`src/rtl/pica_pkg.sv`:
```
// Shared types for the PI controller block: beat payloads, config register
// indexes, and the microcode control word with its program store.
// Used by pica_seq and pi_controller_anti_windup_top.
package pica_pkg;

  localparam int unsigned PC_W = 3;

  localparam logic KIND_RUN   = 1'b0;
  localparam logic KIND_CLEAR = 1'b1;

  typedef struct packed {
    logic               kind;
    logic signed [15:0] setpoint;
    logic signed [15:0] measured;
  } in_t;

  typedef struct packed {
    logic signed [15:0] drive;
    logic               limited;
  } out_t;

  typedef enum logic [2:0] {
    REG_PROP_GAIN   = 3'd0,
    REG_INTEG_GAIN  = 3'd1,
    REG_STEP_PERIOD = 3'd2,
    REG_DRIVE_MIN   = 3'd3,
    REG_DRIVE_MAX   = 3'd4
  } reg_idx_t;

  typedef enum logic [1:0] {
    MUL_NONE,
    MUL_GAIN,
    MUL_INC,
    MUL_PROP
  } mul_sel_t;

  typedef enum logic [1:0] {
    COND_NEVER,
    COND_NO_RUN,
    COND_OUT_BUSY
  } cond_t;

  typedef struct packed {
    logic            take;
    mul_sel_t        mul_sel;
    logic            load_gain;
    logic            load_prod;
    logic            load_sum;
    logic            load_cand;
    logic            load_u;
    logic            finish;
    cond_t           cond;
    logic [PC_W-1:0] target;
    logic            last;
  } ctrl_t;

  typedef struct packed {
    logic run_beat;
    logic out_busy;
  } status_t;

  localparam logic [PC_W-1:0] PC_WAIT   = 3'd0;
  localparam logic [PC_W-1:0] PC_FINISH = 3'd6;

  // Program: wait for a run beat, form step gain, integral increment, integral sum,
  // candidate clamp with proportional product, unclamped output sum, then finish.
  function automatic ctrl_t pica_rom(input logic [PC_W-1:0] pc);
    ctrl_t c;
    c = '{take: 1'b0, mul_sel: MUL_NONE, load_gain: 1'b0, load_prod: 1'b0,
          load_sum: 1'b0, load_cand: 1'b0, load_u: 1'b0, finish: 1'b0,
          cond: COND_NEVER, target: PC_WAIT, last: 1'b0};
    case (pc)
      3'd0: begin
        c.take   = 1'b1;
        c.cond   = COND_NO_RUN;
        c.target = PC_WAIT;
      end
      3'd1: begin
        c.mul_sel   = MUL_GAIN;
        c.load_gain = 1'b1;
      end
      3'd2: begin
        c.mul_sel   = MUL_INC;
        c.load_prod = 1'b1;
      end
      3'd3: begin
        c.load_sum = 1'b1;
      end
      3'd4: begin
        c.mul_sel   = MUL_PROP;
        c.load_prod = 1'b1;
        c.load_cand = 1'b1;
      end
      3'd5: begin
        c.load_u = 1'b1;
      end
      3'd6: begin
        c.finish = 1'b1;
        c.cond   = COND_OUT_BUSY;
        c.target = PC_FINISH;
        c.last   = 1'b1;
      end
      default: begin
        c.last = 1'b1;
      end
    endcase
    return c;
  endfunction

endpackage

```
`src/rtl/pica_seq.sv`:
```
// Microcode sequencer for the PI controller: step counter, program fetch
// and conditional jumps. Depends on pica_pkg.
module pica_seq (
  input  logic             clk,
  input  logic             rst,
  input  pica_pkg::status_t status,
  output pica_pkg::ctrl_t   ctrl
);
  import pica_pkg::*;

  logic [PC_W-1:0] pc;
  logic [PC_W-1:0] pc_next;
  logic            jump;

  assign ctrl = pica_rom(pc);

  always_comb begin
    case (ctrl.cond)
      COND_NEVER:    jump = 1'b0;
      COND_NO_RUN:   jump = !status.run_beat;
      COND_OUT_BUSY: jump = status.out_busy;
      default:       jump = 1'b0;
    endcase
  end

  always_comb begin
    if (jump) begin
      pc_next = ctrl.target;
    end else if (ctrl.last) begin
      pc_next = PC_WAIT;
    end else begin
      pc_next = pc + 1'b1;
    end
  end

  always_ff @(posedge clk) begin
    if (rst) begin
      pc <= PC_WAIT;
    end else begin
      pc <= pc_next;
    end
  end

endmodule

```
`config.mk`:
```
export PLATFORM = sky130hd
export DESIGN_NAME = pica_seq
export DESIGN_NICKNAME = d
export VERILOG_FILES = /design/src/rtl/pica_pkg.sv /design/src/rtl/pica_seq.sv
export SDC_FILE = /design/constraint.sdc
export NUM_CORES = 1
export LEC_CHECK = 0
export BUFFER_PORTS_ARGS = -buffer_cell sky130_fd_sc_hd__buf_4
export CORE_AREA = 2 2 39 41
export CTS_BUF_LIST = sky130_fd_sc_hd__clkbuf_16
export DETAILED_ROUTE_END_ITERATION = 7
export DIE_AREA = 0 0 41 43
export MAX_ROUTING_LAYER = met4
export PLACE_DENSITY = 0.55
export SLEW_MARGIN = 0
export SYNTH_ARGS = -nofsm -noshare
export SYNTH_HDL_FRONTEND = slang
export SYNTH_SLANG_ARGS = --single-unit
```
`constraint.sdc`:
```
create_clock -name clk -period 2 [get_ports clk]
set_input_delay 0.4 -clock clk [delete_from_list [all_inputs] [get_ports clk]]
set_output_delay 0.4 -clock clk [all_outputs]
set_load 0.01 [all_outputs]
```
# Word-level counts from Yosys, hierarchy flattened
# Index checks and enable logic that the tools add are counted.
# word_totals
reg_bits	3
in_bits	4
# op_classes
addsub	1
n_eq_ne	8
muxes	13
n_reduce_logical	4
# op_table
cell	n
$pmux 5 s2	1
$eq 3x3->1 const B	3
$mux 1	8
$eq 3x2->1 const B	2
$mux 3	2
$pmux 2 s3	1
$reduce_or 6->1	1
$add 3x1->3 const B	1
$eq 3x1->1 const B	1
$logic_not 3->1	1
$eq 2x1->1 const B	1
$eq 2x2->1 const B	1
$pmux 1 s2	1
$reduce_or 2->1	1
$logic_not 1->1	1

# Longest topological paths before layout
# logic_depth
depth_word	5
mapped_depth	5

# Worst setup path after synthesis
# Ideal clock, no wire load.
# synth_timing
path_type	register -> output
startpoint	register pc[0]
endpoint	output port ctrl[0] in the netlist's numbering
t_arrival_ps	1262
slack_ps	338
stages_incl_launch_ff	5
cell_sequence	dfxtp_1 inv_1 ha_1 or4_1 o21ai_2
# synth_rtl
item	line	source
from (decl)	pica_seq.sv:11	logic [PC_W-1:0] pc;
from (signal assigned)	pica_seq.sv:40	pc <= pc_next;
to (decl)	pica_seq.sv:7	output pica_pkg::ctrl_t ctrl

==> results.cfg <==
[outcome]
status = completed

[final_layout]
largest_reg_flops = 3
finalNetCount = 64
fin_cells = 70
drive_gt1_share_pct = 50.0
synthToLayoutAreaGrowth_pct = 73.5
fin_util_pct = 36.7
antenna_cells = 0
num-fill-cells = 155
final_common_cell = buf_4
final_cell_mix = buf_4 (19), inv_1 (6), ha_1 (4)
finalInstanceArea_um2 = 508
largestRegisters = pc x3
largest-register = pc

[global_route]
grt.total_usage_pct = 7.82
grt_pass1_wl_um = 876
grt_max_degree = 10
grt_pass1_vias = 228
antenna_found_initial = 0
grt.overflow.total = 0

[floorplanning]
initial_core_util_pct = 21.2
fp.coreArea_um2 = 1380
rows = 14
ioPinCount = 19
die_x_um = 41
die_h_um = 43
dieArea_um2 = 1760

[place]
place_inst = 65
post_dp_cell_area_um2 = 418
dp_hpwl_um = 525
numPortBuffers = 17
place_ws_ns = 0.188
gp_congestion = 0.629

[critical_path]
critPathBufInv = 2
cp.arrival_ns = 1.53
max_stage_delay_ns = 0.52
rr_startpoint = pc[0]$_SDFF_PP0_
setup.worst_path.start = pc[0]$_SDFF_PP0_
ff2ff_setup_slack_ns = 0.50
crit_slowest_cell = or4_1
crit_path_end_kind = primary output
path_delay_family = simple AND/OR/NAND/NOR gates
crit_path_cell_trace = inv_1 > ha_2 > or4_1 > o21ai_2 > buf_4
required_ns = 1.60
cp-start-kind = register
crit_type = register to primary output
worst-path-max-fanout = 3

[routing]
vias = 289
wl_per_cell_um = 9.37
drt-total-wl_um = 656
dr.first_iter.drc_count = 1
ant_nets = 0
via_per_inst = 4.13
drc = 0
drtPass1Iterations = 2

[logic_synthesis]
yosysWarnings = 0
ys_seq_area_share_pct = 20.5
ys_ff_latch = 3
synth_area_per_cell_um2 = 8.37
netlist_area_um2 = 293
postSynthCellCount = 35
ys_types = 16
synth_fp_nets = 44

[sta]
fin_skew_ns = 0.000698
fin_crit_ns = 1.93
setup_viol = 0
worst_slack_ns = 0.0702
max_freq_mhz = 518
hold_viol = 0
slew_viol_final = 0
setup_tns_ns = 0
fin_crit_sh_pct = 96.5

[power]
p_leak_nw = 0.283
vdd_ir_drop_max_mv = 0.558
powerDensity_nw_per_um2 = 1130

[cts]
cts-buffers-inserted = 3
cts_max_level = 1
clk_pin_slew_worst_paths_ns = 0.03
root_buffer = clkbuf_16
cts-hold-fix-buffers = 0
clock_latency_ns = 0.22
cts_tree = done
clk_path_buf_depth = 2
cts_sinks = 3

[worst_hold_path]
hold_start = rst
min_path_type = input port to register

[flow_run]
maxCapViolations = 0
[final timing paths]
check | end | depth (start not counted)
worst max-delay path | ctrl[0] | 5
worst min-delay path | pc[0]$_SDFF_PP0_ | 2
worst max register to register | pc[1]$_SDFF_PP0_ | 6
worst min register to register | pc[0]$_SDFF_PP0_ | 2
[final cells by class]
type | count | area, um^2 | share of cell area (%)
Clock buffer | 3 | 75.1 | 14.8
Sequential cell | 3 | 61.3 | 12.1
Tap cell | 16 | 20.0 | 3.94
Timing Repair Buffer | 19 | 143 | 28.1
Clock inverter | 1 | 3.75 | 0.739
Multi-Input combinational cell | 22 | 183 | 36.0
Inverter | 6 | 22.5 | 4.43
[where the power goes]
| part | leakage, nW | total, mW | internal (mW) | switching, mW |
|---|---|---|---|---|
| clock network | 0.0423 | 0.310 | 0.258 | 0.0523 |
| registers | 0.0249 | 0.0749 | 0.0694 | 0.00557 |
| logic | 0.216 | 0.190 | 0.102 | 0.0885 |
[metrics by stage]
step           hold WS, ns  power (mW)
2_1_floorplan        0.471       0.182
3_3_place_gp         0.540       0.255
3_5_place_dp         0.539       0.254
4_1_cts              0.376       0.576
5_1_grt              0.376       0.615
6_report             0.376       0.575
[logic make-up (layout without fill, tap and decap cells)]
family	Yosys count	count (layout)	share of synthesized area, %
AOI/OAI and AO/OA	6	6	17.5
adders and majority gates	5	5	21.4
DFF	3	3	20.5
and+or+nand+nor	10	10	21.4
other	1	1	1.28
buffers and inverters	10	29	17.9
[repair_timing]
action	4_1_cts	5_1_grt
setup buffers	1	0
hold endpoints to repair	0	0
gates resized for setup	0	3
pin swaps	0	0
endpoints found under the setup margin	1	1
gates cloned	0	0
[cell usage after synthesis, drive strengths merged]
cell	number	share of area [%]
o21ai	1	3.0
conb	1	1.3
and2	3	6.4
or4	1	2.6
inv	6	7.7
or2	1	2.1
nor4	1	2.1
dfxtp	3	21
o41ai	2	6.0
a32o	1	3.4
buf	4	10
nand2	1	1.3
a21o	2	5.1
ha	5	21
nor2b	2	4.3
nand3b	1	2.6
[layer usage]
layer	up-vias	part of all wire [%]	GRT usage [%]
met2	14	50	12.5
met1	124	39	6.75
met5	-	0	-
met3	0	12	3.14
li1	151	-	-
met4	0	0	6.00
Power figures use the tool's default switching activity.
